## config.mk

```make
export PLATFORM = sky130hd
export DESIGN_NAME = pfbb_walker
export DESIGN_NICKNAME = d
export VERILOG_FILES = /design/src/sv/pfbb_pkg.sv /design/src/sv/pfbb_walker.sv
export SDC_FILE = /design/constraint.sdc
export NUM_CORES = 1
export LEC_CHECK = 0
export ABC_CLOCK_PERIOD_IN_PS = 5400
export BUFFER_PORTS_ARGS = -buffer_cell sky130_fd_sc_hd__buf_2
export CORE_ASPECT_RATIO = 1.75
export CORE_MARGIN = 8
export CORE_UTILIZATION = 56
export DETAILED_ROUTE_END_ITERATION = 8
export PLACE_DENSITY = 0.8
export SYNTH_ARGS = -nofsm -noshare
export SYNTH_HDL_FRONTEND = slang
export SYNTH_SLANG_ARGS = --single-unit
```

## constraint.sdc

```tcl
create_clock -name clk -period 5.4 [get_ports clk]
set_input_delay 0.54 -clock clk [delete_from_list [all_inputs] [get_ports clk]]
set_output_delay 0.54 -clock clk [all_outputs]
set_load 0.005 [all_outputs]
```

## src/sv/pfbb_pkg.sv

```systemverilog
// Shared types and constants for the page framebuffer blitter.
package pfbb_pkg;

	localparam int SCREEN_WIDTH_DEF  = 128;
	localparam int SCREEN_HEIGHT_DEF = 64;
	localparam int CELL              = 8;
	// coordinate width, holds every clipped or unclipped edge used in drawing
	localparam int CW                = 12;
	localparam int GLYPH_W           = 64;

	localparam logic [7:0] CHAR_NEWLINE    = 8'd10;
	localparam logic [7:0] CHAR_DRAW_LIMIT = 8'd128;

	typedef enum logic [2:0] {
		OP_CLEAR  = 3'd0,
		OP_RECT   = 3'd1,
		OP_ORIGIN = 3'd2,
		OP_CHAR   = 3'd3,
		OP_READ   = 3'd4
	} op_t;

	typedef logic signed [CW-1:0] coord_t;

	// one drawing job for the byte walker
	typedef struct packed {
		logic               clr;
		logic               glyph_mode;
		logic               fill;
		coord_t             org_x;
		coord_t             x_last;
		coord_t             org_y;
		coord_t             y_last;
		logic [GLYPH_W-1:0] glyph;
	} job_t;

	// character placement request from the text unit
	typedef struct packed {
		logic   draw;
		coord_t x;
		coord_t y;
	} cdraw_t;

endpackage

```

## src/sv/pfbb_walker.sv

```systemverilog
// Byte walker: clips a job to the screen and read-modify-writes each byte it covers.
module pfbb_walker #(
	parameter int SCREEN_WIDTH  = pfbb_pkg::SCREEN_WIDTH_DEF,
	parameter int SCREEN_HEIGHT = pfbb_pkg::SCREEN_HEIGHT_DEF,
	parameter int AW            = $clog2(SCREEN_WIDTH * ((SCREEN_HEIGHT + 7) / 8))
) (
	input  logic                 clk,
	input  logic                 arst_n,
	input  logic                 start,
	input  pfbb_pkg::job_t       job,
	output logic                 busy,
	output logic [AW-1:0]        rd_addr,
	input  logic [7:0]           rd_data,
	output logic                 wr_en,
	output logic [AW-1:0]        wr_addr,
	output logic [7:0]           wr_data
);

	localparam int PAGES       = (SCREEN_HEIGHT + 7) / 8;
	localparam int XW          = $clog2(SCREEN_WIDTH);
	localparam int PGW         = (PAGES > 1) ? $clog2(PAGES) : 1;
	localparam int RW          = PGW + 3;
	localparam int CW          = pfbb_pkg::CW;

	localparam pfbb_pkg::coord_t W_LAST = CW'(SCREEN_WIDTH - 1);
	localparam pfbb_pkg::coord_t H_LAST = CW'(SCREEN_HEIGHT - 1);
	localparam pfbb_pkg::coord_t ZERO_C = '0;

	typedef enum logic [2:0] {
		W_IDLE  = 3'b001,
		W_SETUP = 3'b010,
		W_RUN   = 3'b100
	} wstate_t;

	wstate_t         state_q;
	pfbb_pkg::job_t  job_q;

	logic [XW-1:0]   x_q, x_end_q;
	logic [PGW-1:0]  pg_q, pg_first_q, pg_end_q;
	logic [RW-1:0]   ys_q, ye_q;

	logic            v_s1, clr_s1;
	logic [AW-1:0]   addr_s1;
	logic [7:0]      mask_s1;

	pfbb_pkg::coord_t xs, xe, ys, ye;
	logic             empty;

	logic [AW-1:0]    addr;
	logic [7:0]       mask;
	logic [2:0]       col;
	logic [7:0]       gbyte;
	pfbb_pkg::coord_t x_c, row_c;
	logic             xedge;
	logic [RW-1:0]    row_v;
	logic [2:0]       gr;
	logic             bit_v;

	// clipping of the job rectangle
	always_comb begin
		xs    = (job_q.org_x < ZERO_C) ? ZERO_C : job_q.org_x;
		xe    = (job_q.x_last > W_LAST) ? W_LAST : job_q.x_last;
		ys    = (job_q.org_y < ZERO_C) ? ZERO_C : job_q.org_y;
		ye    = (job_q.y_last > H_LAST) ? H_LAST : job_q.y_last;
		empty = (xs > xe) || (ys > ye);
	end

	assign addr    = AW'(32'(pg_q) * 32'(SCREEN_WIDTH) + 32'(x_q));
	assign rd_addr = addr;

	// per-byte OR mask
	always_comb begin
		col   = x_q[2:0] - job_q.org_x[2:0];
		gbyte = job_q.glyph[{col, 3'b000} +: 8];
		x_c   = $signed(CW'(x_q));
		xedge = (x_c == job_q.org_x) || (x_c == job_q.x_last);
		row_v = '0;
		row_c = '0;
		gr    = '0;
		bit_v = 1'b0;
		mask  = '0;
		for (int r = 0; r < 8; r++) begin
			row_v = {pg_q, 3'(r)};
			row_c = $signed(CW'(row_v));
			gr    = row_c[2:0] - job_q.org_y[2:0];
			if (job_q.glyph_mode) begin
				bit_v = gbyte[gr];
			end else begin
				bit_v = job_q.fill || xedge || (row_c == job_q.org_y) ||
					(row_c == job_q.y_last);
			end
			mask[r] = bit_v && (row_v >= ys_q) && (row_v <= ye_q);
		end
	end

	always_ff @(posedge clk or negedge arst_n) begin
		if (!arst_n) begin
			state_q <= W_IDLE;
			v_s1    <= 1'b0;
		end else begin
			v_s1 <= (state_q == W_RUN);
			unique case (state_q)
				W_IDLE: begin
					if (start) begin
						state_q <= W_SETUP;
					end
				end
				W_SETUP: begin
					state_q <= empty ? W_IDLE : W_RUN;
				end
				W_RUN: begin
					if (pg_q == pg_end_q && x_q == x_end_q) begin
						state_q <= W_IDLE;
					end
				end
				default: state_q <= W_IDLE;
			endcase
		end
	end

	always_ff @(posedge clk) begin
		if (state_q == W_IDLE && start) begin
			job_q <= job;
		end
		if (state_q == W_SETUP) begin
			x_q        <= XW'(xs);
			x_end_q    <= XW'(xe);
			pg_q       <= PGW'(ys >>> 3);
			pg_first_q <= PGW'(ys >>> 3);
			pg_end_q   <= PGW'(ye >>> 3);
			ys_q       <= RW'(ys);
			ye_q       <= RW'(ye);
		end else if (state_q == W_RUN) begin
			if (pg_q == pg_end_q) begin
				pg_q <= pg_first_q;
				x_q  <= x_q + XW'(1);
			end else begin
				pg_q <= pg_q + PGW'(1);
			end
		end
		addr_s1 <= addr;
		mask_s1 <= mask;
		clr_s1  <= job_q.clr;
	end

	// write back in the cycle after the read was issued; addresses never repeat in a job
	assign wr_en   = v_s1;
	assign wr_addr = addr_s1;
	assign wr_data = clr_s1 ? 8'h00 : (rd_data | mask_s1);
	assign busy    = (state_q != W_IDLE) || v_s1;

endmodule

```

======== After elaboration in Yosys (flattened, before gate mapping) ========
Cells that the tools add are included.
word-level totals
  input bits .............................. 126
  word-level logic and storage cells ...... 171
  bits in registers ....................... 173
  output and inout bits ................... 30
operators by class
  shift-type cells ........................ 1
  bitwise gates (word level) .............. 1
  add/sub/neg operators ................... 12
  eq/ne operators ......................... 26
  reductions and logical operators ........ 42
  muxes and demuxes ....................... 39
  magnitude comparators ................... 30
operators with widths
  kind                                                             count
  == test 7 x 12 -> 1 bit                                          16
  variable part select 64 x 7 -> 8 bit                             1
  >= comparator 6 bit                                              8
  <= comparator 6 bit                                              8
  two-way mux 12 bit                                               4
  less-than comparator 3 x 4 -> 1 bit (second input constant)      8
  binary-select mux 1 bit (select 3 bit)                           8
  == test 8 x 12 -> 1 bit                                          2
  greater-than comparator 12 bit                                   2
  less-than comparator 12 x 1 -> 1 bit (second input constant)     2
  two-way mux 7 bit                                                3
  logical OR 1 bit                                                 20
  logical AND 1 bit                                                18
  two-way mux 3 bit                                                6
  two-way mux 1 bit                                                16
  greater-than comparator 12 x 7 -> 1 bit (second input constant)  1
  greater-than comparator 12 x 8 -> 1 bit (second input constant)  1
  subtractor 3 bit (first input constant)                          4
  adder 10 x 7 -> 10 bit                                           1
  case mux 3 bit (3 select lines)                                  1
  two-way mux 8 bit                                                1
  OR 8 bit                                                         1
  adder 7 x 1 -> 7 bit (second input constant)                     1
  == test 7 bit                                                    1
  other kinds (13)                                                 17

======== Depth between registers and ports, before layout ========
  depth in word-level cells ............... 8
  gate-level depth with buffers ........... 13
  depth with buffers taken out ............ 13

======== Worst setup path after synthesis ========
OpenSTA, ideal clock, no wires.
  path type ............................... register -> register
  start ................................... register state_q[0]
  end ..................................... register job_q[0] (netlist bit), enable pin
  setup time .............................. 0.488 ns
  cell stages (with the launch flop) ...... 3
  arrival time ............................ 3.470 ns
  setup slack ............................. 1.443 ns
  path buffers ............................ 0
  period minus slack after synthesis ...... 3.957 ns
  cells stage by stage .................... dfstp_2 nor3b_1 and2_1
on the way
  word-level cells in the longest chain between the ends .. 2
ends and longest elaborated chain
  element                 RTL line            RTL
  from (decl)             pfbb_walker.sv:35   wstate_t state_q;
  from (signal assigned)  pfbb_walker.sv:109  state_q <= empty ? W_IDLE : W_RUN;
  == test 3 x 1 -> 1 bit  pfbb_walker.sv:122  if (state_q == W_IDLE && start) begin
  logical AND 1 bit       pfbb_walker.sv:122
  to (signal assigned)    pfbb_walker.sv:123  job_q <= job;
  to (decl)               pfbb_walker.sv:36   pfbb_pkg::job_t job_q;
No other way between the ends.
A chain may end at the register's enable or synchronous reset.

======== Worst setup path after layout ========
  start ................................... register x_q[0]
  end ..................................... register mask_s1[7]
on the way
  word-level cells in the longest chain between the ends .. 8
ends and longest elaborated chain
  element                                                                   RTL line            RTL
  from (decl)                                                               pfbb_walker.sv:38   logic [XW-1:0] x_q, x_end_q;
  from (signal assigned)                                                    pfbb_walker.sv:126  x_q <= XW'(xs);
  from (signal assigned)                                                    pfbb_walker.sv:136  x_q <= x_q + XW'(1);
  parallel branches: the longest is 5 deep, another holds subtractor 3 bit  -
  two-way mux 1 bit *                                                       pfbb_walker.sv:86   if (job_q.glyph_mode) begin
  logical AND 1 bit * (2 in series)                                         pfbb_walker.sv:92   mask[r] = bit_v && (row_v >= ys_q) && (row_v <= ye_q);
  via mask[7]                                                               pfbb_walker.sv:50   logic [7:0] mask;
  to (signal assigned)                                                      pfbb_walker.sv:142  mask_s1 <= mask;
  to (decl)                                                                 pfbb_walker.sv:44   logic [7:0] mask_s1;
Mark *: on every way through the listed nets, which the timed path passes. The select of a mux whose other input is x is not followed.

==> reports/metrics.yaml <==
placed_design:
  port_buffers: 155
  routabilityCongestion: 0.915
  dp_hpwl_um: 15100
  pre_cts_ws_ns: 1.85
  dp_cells: 957
sta:
  timing.fmax_ghz: 0.278
  period_share_pct: 66.5
  tightest_slew_ns: 1.15
  fin_ws_ns: 1.81
  rsz0062_at_grt: "no"
  drv_slew: 0
  timing.final.hold_violations: 0
  clock_skew_ns: 0.0157
  layout_min_cycle_time_ns: 3.59
  tns_ns: 0
  setup_violations: 0
  relSlewSlack_pct: 22.5
yosys:
  syn_nets: 814
  synth_mux_area_share_pct: 7.10
  synthArstFlopShare_pct: 2.40
  avgSynthCellArea_um2: 12.7
  syn_area_um2: 8230
  synth-compound-area-share_pct: 8.19
  synth.distinct_cells: 67
  yosys.area.top_type: "edfxtp_1"
  synth_xor_area_share_pct: 3.89
  synth_top_area_share_pct: 52.5
  synth_edf_count: 144
  synth-seq-cells: 167
  synth_top_family_by_area: "simple AND/OR/NAND/NOR gates"
  synth_adder_area_share_pct: 6.17
  seq_area_frac_synth_pct: 58.4
  ys_warn_count: 0
  yosys.area_share.simple_pct: 13.1
  synthTopCellsByArea: "edfxtp_1 (53%), ha_1 (5.9%), dfxtp_1 (4.6%), mux4_2 (3.6%), nor2_1 (2.9%)"
  synth_commonest_cells: "edfxtp_1 (144), nor2_1 (63), nand2_1 (42)"
  yosys_most_used_dff: "edfxtp_1"
  synth_most_common_cell: "edfxtp_1"
  synth_cells: 648
cts:
  insertion_delay_ns: 0.42
  clock-root-buffer: "clkbuf_16"
  tritoncts: "built"
  h-tree-depth: 4
  clk_pin_slew_ns: 0.07
  numCtsBuffers: 17
  clock-sinks: 167
  clockBufferDepth: 2
final_layout:
  final_nets: 963
  n_antenna_cell: 0
  fillCellCount: 1053
  syn2layout_area_growth_pct: 17.4
  instances_no_fill: 990
  drive_above_1_share_pct: 27.0
  fin_util_pct: 67.3
floorplanning:
  coreArea_um2: 14400
  rows: 58
  die-width_um: 108
  dieArea_um2: 19000
  initial_core_util_pct: 57.3
  die_h_um: 176
  ios: 156
global_route:
  grtUsageTotal_pct: 21.1
  grt_pass1_wl_um: 30900
  grt-ovfl-total: 0
  grt_pass1_vias: 6059
  antenna_found_initial: 0
  grt_max_degree: 76
worst_setup_path:
  required_ns: 5.69
  cp-end-kind: "flip-flop"
  cp_max_fo: 16
  cp-start-kind: "flip-flop"
  worstSetupPathType: "reg2reg"
  crit_arrival_ns: 3.89
route:
  post_drt_wl_per_cell_um: 20.2
  first_pass_iters: 4
  viasPerCell: 5.82
  drc: 0
  vias: 5761
  wl_um: 20000
  dr.first_iter.drc_count: 321
  ant_nets: 0
job:
  drv_cap: 0
pwr:
  p_per_area_nw_per_um2: 391
  p_leak_nw: 3.84
  ir_drop_uv: 290
status:
  status: "finished clean"
hold_path:
  hold_class: "in2reg"
-- metal layers --
layer  up-vias  global-route usage, %  part of all wire [%]
met5         -                      0                     0
met4         0                   9.19                   3.3
met3        48                   3.69                   4.2
met2       206                   40.1                    56
met1      2794                   21.6                    36
li1       2713                      -                     -
-- cell type report --
type / instances / area (um^2) / area share (%)
sequential: 167 / 4810 / 49.7
multi-input combinational: 425 / 3160 / 32.7
timing repair buffer: 158 / 801 / 8.28
clock buffer: 22 / 487 / 5.03
tap: 180 / 225 / 2.33
inverter: 28 / 105 / 1.09
clock inverter: 10 / 80.1 / 0.828
-- worst max-delay path, cell delays in order (launching register included) --
cell and delay, ns:
edfxtp_1 0.51, inv_1 0.12, ha_1 0.15, inv_1 0.05, fa_1 0.96, mux4_1 0.39, mux2i_1 0.64, mux2i_1 0.23
nor3_1 0.20, a31oi_1 0.06, o211a_1 0.15
-- cells by family (layout without fill, tap and decap cells) --
family | count (synthesis) | after routing
AOI/OAI and AO/OA | 104 | 104
xor gates and xnor gates | 35 | 35
adders and majority gates | 40 | 40
buffers and inverters | 56 | 218
DFF | 167 | 167
muxes | 32 | 32
and+or+nand+nor | 214 | 214
-- report_power, final --
group | leakage, nW | internal [mW] | switching, mW
Sequential | 1.55 | 1.61 | 0.113
Clock | 0.279 | 0.655 | 0.508
Combinational | 2.01 | 0.380 | 0.510
Total | 3.84 | 2.65 | 1.13
-- state kept, by name, indices dropped and copies added (netlist names) --
register	flops
x_end_q	7
pg_end_q	3
ye_q	3
clr_s1	1
pg_q	3
mask_s1	8
wr_en	1
state_q	3
job_q	115
pg_first_q	3
x_q	7
ys_q	3
wr_addr	10
-- worst paths after layout --
| path | end | depth (start not counted) | slack (ns) | start |
|---|---|---|---|---|
| setup / recovery | mask_s1[7]$_DFF_P_ | 10 | 1.81 | x_q[0]$_DFFE_PP_ |
| hold / removal | job_q[87]$_DFFE_PP_ | 1 | 0.29 | job[87] |
| setup reg to reg | mask_s1[7]$_DFF_P_ | 10 | 1.81 | x_q[0]$_DFFE_PP_ |
| hold reg to reg | clr_s1$_DFF_P_ | 0 | 0.35 | job_q[114]$_DFFE_PP_ |
| max in group asynchronous | state_q[0]$_DFFE_PN1P_ | 2 | 4.74 | arst_n |
| min in group asynchronous | wr_en$_DFF_PN0_ | 2 | 0.46 | arst_n |
-- through the flow --
step / total power [mW] / cell area (um^2) / hold slack (ns)
final: 3.78 / 9670 / 0.293
after global routing: 3.94 / 9670 / 0.282
after CTS: 3.80 / 9670 / 0.283
after detailed placement: 2.63 / 9090 / 0.340
after global placement: 2.60 / 9090 / 0.325
after floorplan: 2.38 / 8230 / 0.244
-- what timing repair did --
action	4_1_cts	5_1_grt
gates resized for setup	0	0
hold buffers	1	0
buffers inserted	0	0
hold endpoints to repair	3	0
-- cell usage in the layout (no fill, tap or decap), types with 8 or more instances in the layout --
| cell type | count |
|---|---|
| nand2_1 | 42 |
| nor2b_1 | 27 |
| dfxtp_1 | 19 |
| xor2_1 | 18 |
| mux4_2 | 13 |
| nor3_1 | 12 |
| nor2_1 | 63 |
| inv_1 | 26 |
| clkbuf_16 | 19 |
| nor4_1 | 8 |
| ha_1 | 39 |
| buf_2 | 155 |
| xnor2_1 | 16 |
| mux2i_1 | 8 |
| edfxtp_1 | 144 |
| nand3_1 | 18 |
| o21ai_0 | 33 |
| a21oi_1 | 21 |
(Power assumes the default switching activity.)
