--- src/sv/pfbb_pkg.sv ---
// Shared types and constants for the page framebuffer blitter.
package pfbb_pkg;

	localparam int SCREEN_WIDTH_DEF  = 128;
	localparam int SCREEN_HEIGHT_DEF = 64;
	localparam int CELL              = 8;
	// coordinate width, holds every clipped or unclipped edge used in drawing
	localparam int CW                = 12;
	localparam int GLYPH_W           = 64;

	localparam logic [7:0] CHAR_NEWLINE    = 8'd10;
	localparam logic [7:0] CHAR_DRAW_LIMIT = 8'd128;

	typedef enum logic [2:0] {
		OP_CLEAR  = 3'd0,
		OP_RECT   = 3'd1,
		OP_ORIGIN = 3'd2,
		OP_CHAR   = 3'd3,
		OP_READ   = 3'd4
	} op_t;

	typedef logic signed [CW-1:0] coord_t;

	// one drawing job for the byte walker
	typedef struct packed {
		logic               clr;
		logic               glyph_mode;
		logic               fill;
		coord_t             org_x;
		coord_t             x_last;
		coord_t             org_y;
		coord_t             y_last;
		logic [GLYPH_W-1:0] glyph;
	} job_t;

	// character placement request from the text unit
	typedef struct packed {
		logic   draw;
		coord_t x;
		coord_t y;
	} cdraw_t;

endpackage

--- src/sv/pfbb_text.sv ---
// Text cursor unit: origin, newline, auto-wrap and halt at the bottom edge.
module pfbb_text #(
	parameter int SCREEN_WIDTH  = pfbb_pkg::SCREEN_WIDTH_DEF,
	parameter int SCREEN_HEIGHT = pfbb_pkg::SCREEN_HEIGHT_DEF
) (
	input  logic                clk,
	input  logic                arst_n,
	input  logic                upd,
	input  pfbb_pkg::op_t       op,
	input  logic signed [8:0]   pos_x,
	input  logic signed [8:0]   pos_y,
	input  logic [7:0]          char_code,
	output logic                halted_next,
	output pfbb_pkg::cdraw_t    cdraw
);

	localparam int CW = pfbb_pkg::CW;
	localparam logic signed [9:0]   CELL10 = 10'(pfbb_pkg::CELL);
	localparam pfbb_pkg::coord_t    CELL_C = CW'(pfbb_pkg::CELL);
	localparam pfbb_pkg::coord_t    W_C    = CW'(SCREEN_WIDTH);
	localparam pfbb_pkg::coord_t    H_C    = CW'(SCREEN_HEIGHT);

	logic signed [9:0] cx_q, cy_q, ox_q;
	logic              halted_q;

	logic signed [9:0] cy8, dcx, dcy, nx, ny, nox;
	logic              lf_halt, wrap, nh, draw;

	always_comb begin
		cy8     = cy_q + CELL10;
		lf_halt = (CW'(cy8) + CELL_C) > H_C;
		wrap    = (CW'(cx_q) + CELL_C) > W_C;
		dcx     = wrap ? ox_q : cx_q;
		dcy     = wrap ? cy8 : cy_q;
		nx      = cx_q;
		ny      = cy_q;
		nox     = ox_q;
		nh      = halted_q;
		draw    = 1'b0;
		unique case (op)
			pfbb_pkg::OP_ORIGIN: begin
				nox = 10'(pos_x);
				nx  = 10'(pos_x);
				ny  = 10'(pos_y);
				nh  = 1'b0;
			end
			pfbb_pkg::OP_CHAR: begin
				if (!halted_q) begin
					// newline, or a wrap that runs off the bottom: line feed only
					if (char_code == pfbb_pkg::CHAR_NEWLINE || (wrap && lf_halt)) begin
						nx = ox_q;
						ny = cy8;
						nh = lf_halt;
					end else begin
						nx   = dcx + CELL10;
						ny   = dcy;
						draw = char_code < pfbb_pkg::CHAR_DRAW_LIMIT;
					end
				end
			end
			default: ;
		endcase
		halted_next = nh;
		cdraw.draw  = draw;
		cdraw.x     = CW'(dcx);
		cdraw.y     = CW'(dcy);
	end

	always_ff @(posedge clk or negedge arst_n) begin
		if (!arst_n) begin
			cx_q     <= '0;
			cy_q     <= '0;
			ox_q     <= '0;
			halted_q <= 1'b0;
		end else if (upd) begin
			cx_q     <= nx;
			cy_q     <= ny;
			ox_q     <= nox;
			halted_q <= nh;
		end
	end

endmodule

--- config.mk ---
export PLATFORM = sky130hd
export DESIGN_NAME = pfbb_text
export DESIGN_NICKNAME = d
export VERILOG_FILES = /design/src/sv/pfbb_pkg.sv /design/src/sv/pfbb_text.sv
export SDC_FILE = /design/constraint.sdc
export NUM_CORES = 1
export LEC_CHECK = 0
export ABC_CLOCK_PERIOD_IN_PS = 4000
export BUFFER_PORTS_ARGS = -buffer_cell sky130_fd_sc_hd__buf_2
export CORE_MARGIN = 10
export CORE_UTILIZATION = 45
export CTS_CLUSTER_DIAMETER = 40
export DETAILED_ROUTE_END_ITERATION = 8
export PLACE_DENSITY_LB_ADDON = 0.12
export SYNTH_ARGS = -nofsm -noshare
export SYNTH_HDL_FRONTEND = slang
export SYNTH_SLANG_ARGS = --single-unit
--- constraint.sdc ---
create_clock -name clk -period 4 [get_ports clk]
set_input_delay 0.2 -clock clk [delete_from_list [all_inputs] [get_ports clk]]
set_output_delay 0.2 -clock clk [all_outputs]
set_load 0.05 [all_outputs]
### Word level (Yosys, flattened, before mapping)

Index checks and enable logic that the tools add are counted.

| cells by class | value |
|---|---|
| reduce and logical (&&, ||, !) cells | 5 |
| add/subtract/negate cells | 4 |
| mux-type cells | 14 |
| magnitude comparators | 3 |
| equality and inequality tests | 4 |

Operators with widths:

| cell | count |
|---|---|
| 2-to-1 mux 10 bit | 6 |
| case mux 10 bit (2 select lines) | 2 |
| adder 10 x 5 -> 11 bit, second input constant | 2 |
| adder 10 x 5 -> 10 bit, second input constant | 2 |
| > comparator 11 x 8 -> 1 bit, second input constant | 1 |
| > comparator 11 x 9 -> 1 bit, second input constant | 1 |
| equality test 8 x 4 -> 1 bit, second input constant | 1 |
| less-than comparator 8 bit, second input constant | 1 |
| equality test 3 x 2 -> 1 bit, second input constant | 2 |
| 2-to-1 mux 1 bit | 5 |
| AND reduction 3 bit | 1 |
| != test 2 bit, second input constant | 1 |
| case mux 1 bit (2 select lines) | 1 |
| AND reduction 2 bit | 1 |
| nonzero test 2 bit | 1 |
| logical AND 1 bit | 1 |
| logical OR 1 bit | 1 |

| word-level totals | value |
|---|---|
| input port bits | 32 |
| logic and storage cells | 34 |
| flip-flop bits (word level) | 30 |

### Logic depth before layout (Yosys ltp)

Gate-level depths: netlist (run 1).

| depth | value |
|---|---|
| depth in word-level cells | 8 |
| mapped depth | 13 |
| mapped depth without buffers | 11 |

### Worst setup path after synthesis (run 1)

No wires, ideal clock.

| timing | value |
|---|---|
| kind | register -> output |
| start | register cx_q[3] |
| end | output port cdraw[10] (netlist bit) |
| slack | 0.560 ns |
| cell stages (with the launch flop) | 9 |
| arrival time | 3.240 ns |
| buffers on the path | 2 |
| cell sequence | dfrtp_1 -> ha_1 -> o41ai_1 -> o21ai_1 -> o21a_1 -> buf_2 -> or3_1 -> xnor2_1 -> buf_4 |

RTL lines:

| what | RTL line | source |
|---|---|---|
| start: declaration | pfbb_text.sv:23 | `logic signed [9:0] cx_q, cy_q, ox_q;` |
| start signal: assignment | pfbb_text.sv:76 | `cx_q <= nx;` |
| end: declaration | pfbb_text.sv:14 | `output pfbb_pkg::cdraw_t cdraw` |

==> impl_metrics.ini, run 1 <==
[outcome]
run_status = finished, final reports clean

[logic_synthesis]
synth_top_family_by_area = compound AO/OA/AOI/OAI gates
async_flop_share_pct = 100
synth-seq-cells = 30
synth_fa_ha_area_share_pct = 2.10
netlist_area_um2 = 2390
synth_cell_types = 61
synth_compound_area_share_pct = 23.4
synthMuxAreaShare_pct = 8.29
synth-xor-area-share_pct = 4.40
synthSimpleGateAreaFrac_pct = 22.3
synth-edff-count = 0
syn_area_per_cell_um2 = 8.26
synth_fp_nets = 325
ys.flop_type = dfrtp_1
yosys_warnings = 0
seq_area_frac_synth_pct = 31.5
syn-instance-count = 289

[global_routing]
track_usage_pct = 16.2
grt.busiest_layer = met2
grt_overflow = 0
grt_use_met3_pct = 4.44
first_global_vias = 2266
antenna_found_initial = 0
met1_usage_pct = 21.3
grt_pass1_wl_um = 11500
grt_max_degree = 31
grt.met2_usage_pct = 24.9

[timing]
fmax_ghz = 0.297
period_share_pct = 84.3
relSlewSlack_pct = 29.0
min_period_ns = 3.37
rsz0062_at_grt = false
hold_viol = 0
setup_ws_ns = 0.630
skew_ns = 0.00632
fin_setup_tns_ns = 0
fin_hold_ws_ns = 0.136
maxSlewViolCount = 0
setup_viol = 0
worst_slew_pin_slew_ns = 1.06

[critical_path]
reg2reg_depth = 8
slowest_stage = dfrtp_1
worst_setup_path_end_kind = primary output
reg2reg_from = cy_q[3]
cp.arrival_ns = 3.17
max_stage_delay_ns = 0.59
crit_path_start_kind = flop
worst-path-buf-inv = 1
cp_max_fo = 13
path_class = flop to primary output
critPathRequiredTime_ns = 3.80
crit_path_start = cy_q[3]
crit_end = cdraw[24]
regToRegSetupSlack_ns = 0.90
path_cells = ha_1 > a21oi_1 > or3b_2 > o32a_1 > o41ai_4 > o21ai_1 > nor3_1 > buf_2
path_delay_family = compound AO/OA/AOI/OAI gates
path_depth = 8
timing.rr.end = cx_q[4]

[cts]
clk_pin_slew_ns = 0.07
clk-insertion-delay-late_ns = 0.29
cts_root_buf = clkbuf_8
htreeDepth = 2
clockBufferDepth = 2
clkSinkCount = 30
cts-buffers-inserted = 5
cts_tree = yes
post_cts_buffers = 0

[detailed_routing]
wl_per_cell_um = 17.1
ant_nets = 0
drc_errors = 0
routed_wl_um = 6780
dr_total_vias = 2285
drt-initial-drc-count = 169
first_pass_iters = 4
via_per_inst = 5.76

[run]
maxCapViolCount = 0

[final_layout]
final_nets = 362
design_area_um2 = 2710
syn_to_final_growth_pct = 13.7
fill_cells = 525
drive_gt1_share_pct = 27.5
diodes = 0
layout_commonest_cell = buf_2
mostFrequentLayoutCells = buf_2 (57), nand2_1 (41), dfrtp_1 (30)

[placed_design]
routabilityCongestion = 0.815
placed_cell_area_um2 = 2610
dp_hpwl_um = 4920
port_buffers = 57
dp_slack_ns = 0.927

[pwr]
power_mw = 1.79
power_density_nw_per_um2 = 661
leakage_nw = 1.16
max-vdd-ir-drop_uv = 413

[die]
start_util_pct = 46.4
dieHeight_um = 92.8
die_area_um2 = 8610
fp.dieW_um = 92.8
coreArea_um2 = 5140
rows = 26
io_pins = 58

[hold_path]
worstHoldPathCells = 2
hold_path_class = input port to flop
[cell families after synthesis]
group           count (synthesis)
compound gates                 78
xor+xnor                       12
fa+ha+maj                       4
buf+inv                        36
flops                          30
mux                            18
simple gates                  111
[cells in the mapped netlist, types with 5 or more instances]
master    instances  area (µm²)
nand3_1          14        70.1
a221oi_1          7        61.3
dfrtp_1          30         751
nor2_1           23        86.3
nor3_1            7        35.0
nand2_1          41         154
a21oi_1          22         110
and3_1            5        31.3
mux2_2           14         158
o21ai_0           9        45.0
inv_1             6        22.5
clkbuf_1          7        26.3
o21ai_1           6        30.0
buf_4             9        67.6
xnor2_1           9        78.8
buf_2            11        55.1
[power by group]
group / total [mW] / internal, mW / switching, mW
Combinational: 1.02 / 0.309 / 0.709
Clock: 0.271 / 0.138 / 0.132
Sequential: 0.504 / 0.375 / 0.129
[state kept, by name (all words and copies together) (netlist names)]
register and count:
halted_q 1, cy_q 10, cx_q 10, ox_q 9
[per-layer routing]
metal	part of all wire (%)	up-vias
met5	0	-
met4	1.3	0
met3	5.6	7
met2	45	72
met1	49	1091
li1	-	1115
[area by class of cell]
| cell class | instances | area, µm² | area share, % |
|---|---|---|---|
| multi-input combinational | 223 | 1450 | 53.5 |
| sequential | 30 | 751 | 27.7 |
| timing repair buffer | 59 | 303 | 11.2 |
| tap | 70 | 87.6 | 3.23 |
| clock buffer | 6 | 82.6 | 3.04 |
| inverter | 7 | 26.3 | 0.969 |
| clock inverter | 2 | 12.5 | 0.461 |
[worst min-delay path by stage]
| stage | from | endpoint |
|---|---|---|
| 6_report | pos_y[0] | cy_q[0] |
| 5_1_grt | pos_y[1] | cy_q[1] |
| 4_1_cts | pos_y[0] | cy_q[0] |
| 3_5_place_dp | arst_n | cy_q[2] |
| 3_3_place_gp | arst_n | cy_q[2] |
| 2_1_floorplan | arst_n | cx_q[0] |
[worst reg2reg max path, stage by stage (launching register included)]
cell	delay, ns
dfrtp_1	0.59
ha_1	0.45
a21oi_1	0.11
or3b_2	0.48
o32a_1	0.20
o41ai_4	0.34
o21a_1	0.51
a221oi_1	0.16
a21oi_1	0.19
[what timing repair did]
| item | in CTS | in global routing |
|---|---|---|
| hold buffers | 1 | 0 |
| gates resized for setup | 0 | 0 |
| endpoints found under the hold margin | 30 | 0 |
[metrics by stage]
step                      utilization, %  instances
after floorplan                        -        289
after global placement              50.7        388
after detailed placement            50.7        388
after CTS                           52.8        397
after global routing                52.8        397
final                               52.8        397
No activity file was read; power rests on OpenSTA's default activity.
==> run 2, diff against run 1 <==
--- a/config.mk
+++ b/config.mk
@@ -5,7 +5,7 @@
 export SDC_FILE = /design/constraint.sdc
 export NUM_CORES = 1
 export LEC_CHECK = 0
-export ABC_CLOCK_PERIOD_IN_PS = 4000
+export ABC_CLOCK_PERIOD_IN_PS = 2700
 export BUFFER_PORTS_ARGS = -buffer_cell sky130_fd_sc_hd__buf_2
 export CORE_MARGIN = 10
 export CORE_UTILIZATION = 45
==> constraint.sdc (replaced) <==
create_clock -name clk -period 2.7 [get_ports clk]
set_input_delay 0.135 -clock clk [delete_from_list [all_inputs] [get_ports clk]]
set_output_delay 0.135 -clock clk [all_outputs]
set_load 0.05 [all_outputs]
==> impl_metrics.ini, run 2 (same netlist as run 1, synthesis figures left out) <==
[outcome]
run_status = finished with violations
violations = negative setup slack

[cts]
htreeDepth = 2
cts-buffers-inserted = 5
clockBufferDepth = 2
clkSinkCount = 30
cts_tree = yes
cts_root_buf = clkbuf_8
clk_pin_slew_ns = 0.07
clk-insertion-delay-late_ns = 0.29

[hold_path]
hold_path_class = input port to flop

[critical_path]
path_class = flop to primary output
worst_setup_path_end_kind = primary output
slowest_stage = dfrtp_2
critPathRequiredTime_ns = 2.57
cp_max_fo = 8
worst-path-buf-inv = 4
cp_common_cell = nand2_2
cp.arrival_ns = 2.61
path_cells = buf_12 > buf_6 > a21oi_1 > or3b_4 > o32a_1 > o41ai_4 > buf_4 > o21bai_4 > and2_4 > nand2_2 > nand2_2 > buf_8
max_stage_delay_ns = 0.42
crit_path_start_kind = flop
path_delay_family = simple AND/OR/NAND/NOR gates

[pwr]
max-vdd-ir-drop_uv = 642
power_density_nw_per_um2 = 946
leakage_nw = 1.46

[placed_design]
dp_hpwl_um = 5340
routabilityCongestion = 0.846
post-place-cells = 416
port_buffers = 57

[final_layout]
drive_gt1_share_pct = 45.3
reg_top3 = cx_q x10, cy_q x10, ox_q x9
layout_commonest_cell = buf_2
mostFrequentLayoutCells = buf_2 (49), nand2_1 (38), buf_4 (33)
fill_cells = 445
diodes = 0
final_nets = 404
fin_cells = 439
syn_to_final_growth_pct = 41.3

[global_routing]
grt_max_degree = 31
antenna_found_initial = 0
grt_pass1_wl_um = 12500
grt_overflow = 0
first_global_vias = 2531
track_usage_pct = 17.4

[timing]
min_period_ns = 2.74
worst_slew_pin_slew_ns = 0.745
rsz0062_at_grt = true
period_share_pct = 102
fin_hold_ws_ns = 0.0794
setup_ws_ns = -0.0410
fmax_ghz = 0.365
skew_ns = 0.0108
maxSlewViolCount = 0
setup_viol = 3
hold_viol = 0
relSlewSlack_pct = 50.3

[detailed_routing]
drt-initial-drc-count = 186
wl_per_cell_um = 17.2
drc_errors = 0
first_pass_iters = 5
routed_wl_um = 7540
dr_total_vias = 2467
via_per_inst = 5.62
ant_nets = 0

[die]
dieHeight_um = 92.8
rows = 26
die_area_um2 = 8610
io_pins = 58
coreArea_um2 = 5140
fp.dieW_um = 92.8
start_util_pct = 46.4

[run]
maxCapViolCount = 0
-- run 2: cell types whose count changed in the layout (fill, tap and decap cells not counted), moves of 4 or more --
| cell | before | now |
|---|---|---|
| a221oi_1 | 7 | 3 |
| buf_4 | 1 | 33 |
| dfrtp_1 | 30 | 26 |
| buf_6 | 0 | 13 |
| buf_2 | 57 | 49 |
| xnor2_1 | 9 | 5 |
| a221oi_2 | 1 | 5 |
| dfrtp_2 | 0 | 4 |
-- run 2: repair_timing --
action / CTS / global route
resized for setup: 31 / 31
pin swaps: 12 / 15
hold buffers: 1 / 0
endpoints found under the setup margin: 10 / 36
setup buffers: 11 / 4
endpoints found under the hold margin: 30 / 0
-- run 2: path summary, 6_finish.rpt --
kind                            slack [ns]  startpoint  cells past startpoint           to
worst max-delay path                 -0.04     cy_q[3]                     12  halted_next
worst min-delay path                  0.08    pos_y[0]                      2      cy_q[0]
worst max register to register       -0.02     cy_q[3]                     13      cy_q[7]
worst min register to register        0.54     ox_q[2]                      2      cx_q[2]
max in group asynchronous             1.71      arst_n                      2      cy_q[4]
min in group asynchronous             0.46      arst_n                      2      cy_q[5]
-- run 2: metal layers --
layer / wire length (µm) / up-vias / global-route usage [%]
met3: 399 / 5 / 4.52
met2: 3610 / 63 / 28.6
met1: 3460 / 1192 / 22.3
li1: - / 1207 / -
met5: 0 / - / 0
met4: 73 / 0 / 4.11
-- run 2: stage by stage --
stage | TNS [ns] | cell area, µm² | utilization, % | power [mW] | setup slack, ns
floorplan | -0.0273 | 2480 | - | 2.05 | -0.0249
global placement | 0 | 2900 | 56.4 | 2.46 | 0.140
detailed placement | 0 | 2900 | 56.4 | 2.47 | 0.0225
CTS | -0.172 | 3210 | 62.4 | 3.05 | -0.0741
global route | -1.50 | 3370 | 65.6 | 3.39 | -0.149
finish | -0.0760 | 3370 | 65.6 | 3.19 | -0.0410
-- run 2: area by class of cell --
| cell class | count | area (µm²) | share of cell area, % |
|---|---|---|---|
| Clock buffer | 6 | 82.6 | 2.45 |
| Clock inverter | 2 | 12.5 | 0.371 |
| Inverter | 7 | 26.3 | 0.780 |
| Multi-Input combinational cell | 223 | 1690 | 50.2 |
| Sequential cell | 30 | 756 | 22.4 |
| Tap cell | 70 | 87.6 | 2.60 |
| Timing Repair Buffer | 101 | 714 | 21.2 |
-- run 2: report_power, final --
group	leakage, nW	internal [mW]	switching (mW)
clock	0.0472	0.205	0.188
combinational	1.06	0.811	1.24
sequential	0.349	0.559	0.183
total	1.46	1.58	1.61
==> run 3, diff against run 2 <==
--- a/config.mk
+++ b/config.mk
@@ -5,10 +5,11 @@
 export SDC_FILE = /design/constraint.sdc
 export NUM_CORES = 1
 export LEC_CHECK = 0
-export ABC_CLOCK_PERIOD_IN_PS = 2700
+export ABC_CLOCK_PERIOD_IN_PS = 2980
 export BUFFER_PORTS_ARGS = -buffer_cell sky130_fd_sc_hd__buf_2
+export CAP_MARGIN = 20
 export CORE_MARGIN = 10
-export CORE_UTILIZATION = 45
+export CORE_UTILIZATION = 26
 export CTS_CLUSTER_DIAMETER = 40
 export DETAILED_ROUTE_END_ITERATION = 8
 export PLACE_DENSITY_LB_ADDON = 0.12
==> constraint.sdc (replaced) <==
create_clock -name clk -period 2.98 [get_ports clk]
set_input_delay 0.149 -clock clk [delete_from_list [all_inputs] [get_ports clk]]
set_output_delay 0.149 -clock clk [all_outputs]
set_load 0.05 [all_outputs]
==> impl_metrics.ini, run 3 (same netlist as run 1, synthesis figures left out) <==
[placed_design]
post-place-cells = 443
port_buffers = 57
routabilityCongestion = 0.852
dp_slack_ns = 0.157
placed_cell_area_um2 = 2820
dp_hpwl_um = 5910

[pwr]
power_density_nw_per_um2 = 859
leakage_nw = 1.30
pwr-share-comb_pct = 60.8
p_int_mw = 1.22
pwr-share-clk_pct = 14.0
seq_power_share_pct = 25.2
power_mw = 2.61
switching_share_pct = 53.0
max-vdd-ir-drop_uv = 296
p_switching_mw = 1.38

[cts]
cts_tree = yes
clockBufferDepth = 2
cts_root_buf = clkbuf_8
clk_pin_slew_ns = 0.07
clkSinkCount = 30
cts-buffers-inserted = 5
clk-insertion-delay-late_ns = 0.29
htreeDepth = 2

[die]
rows = 34
dieHeight_um = 116
coreArea_um2 = 8810
die_area_um2 = 13400
start_util_pct = 27.1
io_pins = 58
fp.dieW_um = 116

[timing]
min_period_ns = 2.86
fin_setup_tns_ns = 0
hold_viol = 0
setup_ws_ns = 0.123
setup_viol = 0
fin_hold_ws_ns = 0.0939
maxSlewViolCount = 0
rsz0062_at_grt = true
skew_ns = 0.00570
worst_slew_pin_slew_ns = 0.738
fmax_ghz = 0.350
relSlewSlack_pct = 50.8
period_share_pct = 95.9

[run]
maxCapViolCount = 0

[global_routing]
grt_pass1_wl_um = 12800
track_usage_pct = 11.8
antenna_found_initial = 0
grt_max_degree = 31
grt_overflow = 0
first_global_vias = 2435

[final_layout]
layout_commonest_cell = buf_2
fill_cells = 932
syn_to_final_growth_pct = 27.2
drive_gt1_share_pct = 36.4
design_area_um2 = 3030
reg_top3 = cx_q x10, cy_q x10, ox_q x9
diodes = 0
final_nets = 384
mostFrequentLayoutCells = buf_2 (54), nand2_1 (40), dfrtp_1 (28)
final_util_pct = 34.5
fin_cells = 457

[detailed_routing]
drc_errors = 0
drt-initial-drc-count = 155
routed_wl_um = 7970
dr_total_vias = 2412
ant_nets = 0
via_per_inst = 5.28
wl_per_cell_um = 17.4
first_pass_iters = 4

[critical_path]
timing.rr.end = cy_q[6]
slowest_stage = dfrtp_2
path_class = flop to primary output
max_stage_delay_ns = 0.47
crit_path_start_kind = flop
crit_path_start = cy_q[3]
path_cells = inv_2 > ha_4 > a21oi_1 > or3b_2 > o32a_1 > o41ai_4 > o21bai_2 > and2_4 > nand2_1 > nand2_1 > buf_6
critPathRequiredTime_ns = 2.83
crit_end = halted_next
cp_max_fo = 7
cp.arrival_ns = 2.71
cp_common_cell = nand2_1
reg2reg_from = cy_q[3]
worst_setup_path_end_kind = primary output
regToRegSetupSlack_ns = 0.15
reg2reg_depth = 11

[hold_path]
hold_path_class = input port to flop
worstHoldPathCells = 2

[outcome]
run_status = finished, final reports clean
run 3: layer usage:
layer	part of all wire (%)	up-vias	GRT usage (%)
li1	-	1162	-
met1	46	1169	15.5
met2	46	73	19.2
met3	5.6	8	2.27
met4	1.4	0	3.84
met5	0	-	0
run 3: how the worst min path moves through the flow:
stage | from | endpoint | slack, ns
after detailed placement | arst_n | cy_q[2] | 0.26
after global placement | arst_n | cy_q[2] | 0.27
after floorplan | arst_n | cx_q[0] | -0.15
after global routing | pos_y[0] | cy_q[0] | 0.09
final | pos_y[0] | cy_q[0] | 0.09
after CTS | pos_y[0] | cy_q[0] | 0.09
run 3: power by group through the flow:
stage	Clock, mW	Combinational [mW]	Sequential [mW]
2_1_floorplan	0	1.23	0.582
3_3_place_gp	0	1.54	0.658
3_5_place_dp	0	1.53	0.654
4_1_cts	0.378	1.55	0.649
5_1_grt	0.391	1.72	0.675
6_report	0.366	1.58	0.657
run 3: area by class of cell:
cell class / instances / area [µm²] / area share [%]
Multi-Input combinational cell: 223 / 1550 / 50.9
Sequential cell: 30 / 753 / 24.8
Timing Repair Buffer: 81 / 479 / 15.8
Tap cell: 108 / 135 / 4.45
Clock buffer: 6 / 82.6 / 2.72
Inverter: 7 / 26.3 / 0.866
Clock inverter: 2 / 12.5 / 0.412
run 3: critical path, delay by kind of cell (launching register included):
kind	cells	cell delay (ns)
AO/OA/AOI/OAI	4	0.78
AND/OR/NAND/NOR	4	0.74
buffers and inverters	2	0.27
flip-flops	1	0.47
adder cells (fa/ha/maj)	1	0.15
run 3: timing repair:
item                                    CTS  global route
cloned                                    0             0
setup buffers                             0             5
endpoints found under the setup margin    6             6
gates resized for setup                   8            12
pin swaps                                 0             3
endpoints found under the hold margin    30             0
hold buffers                              1             0
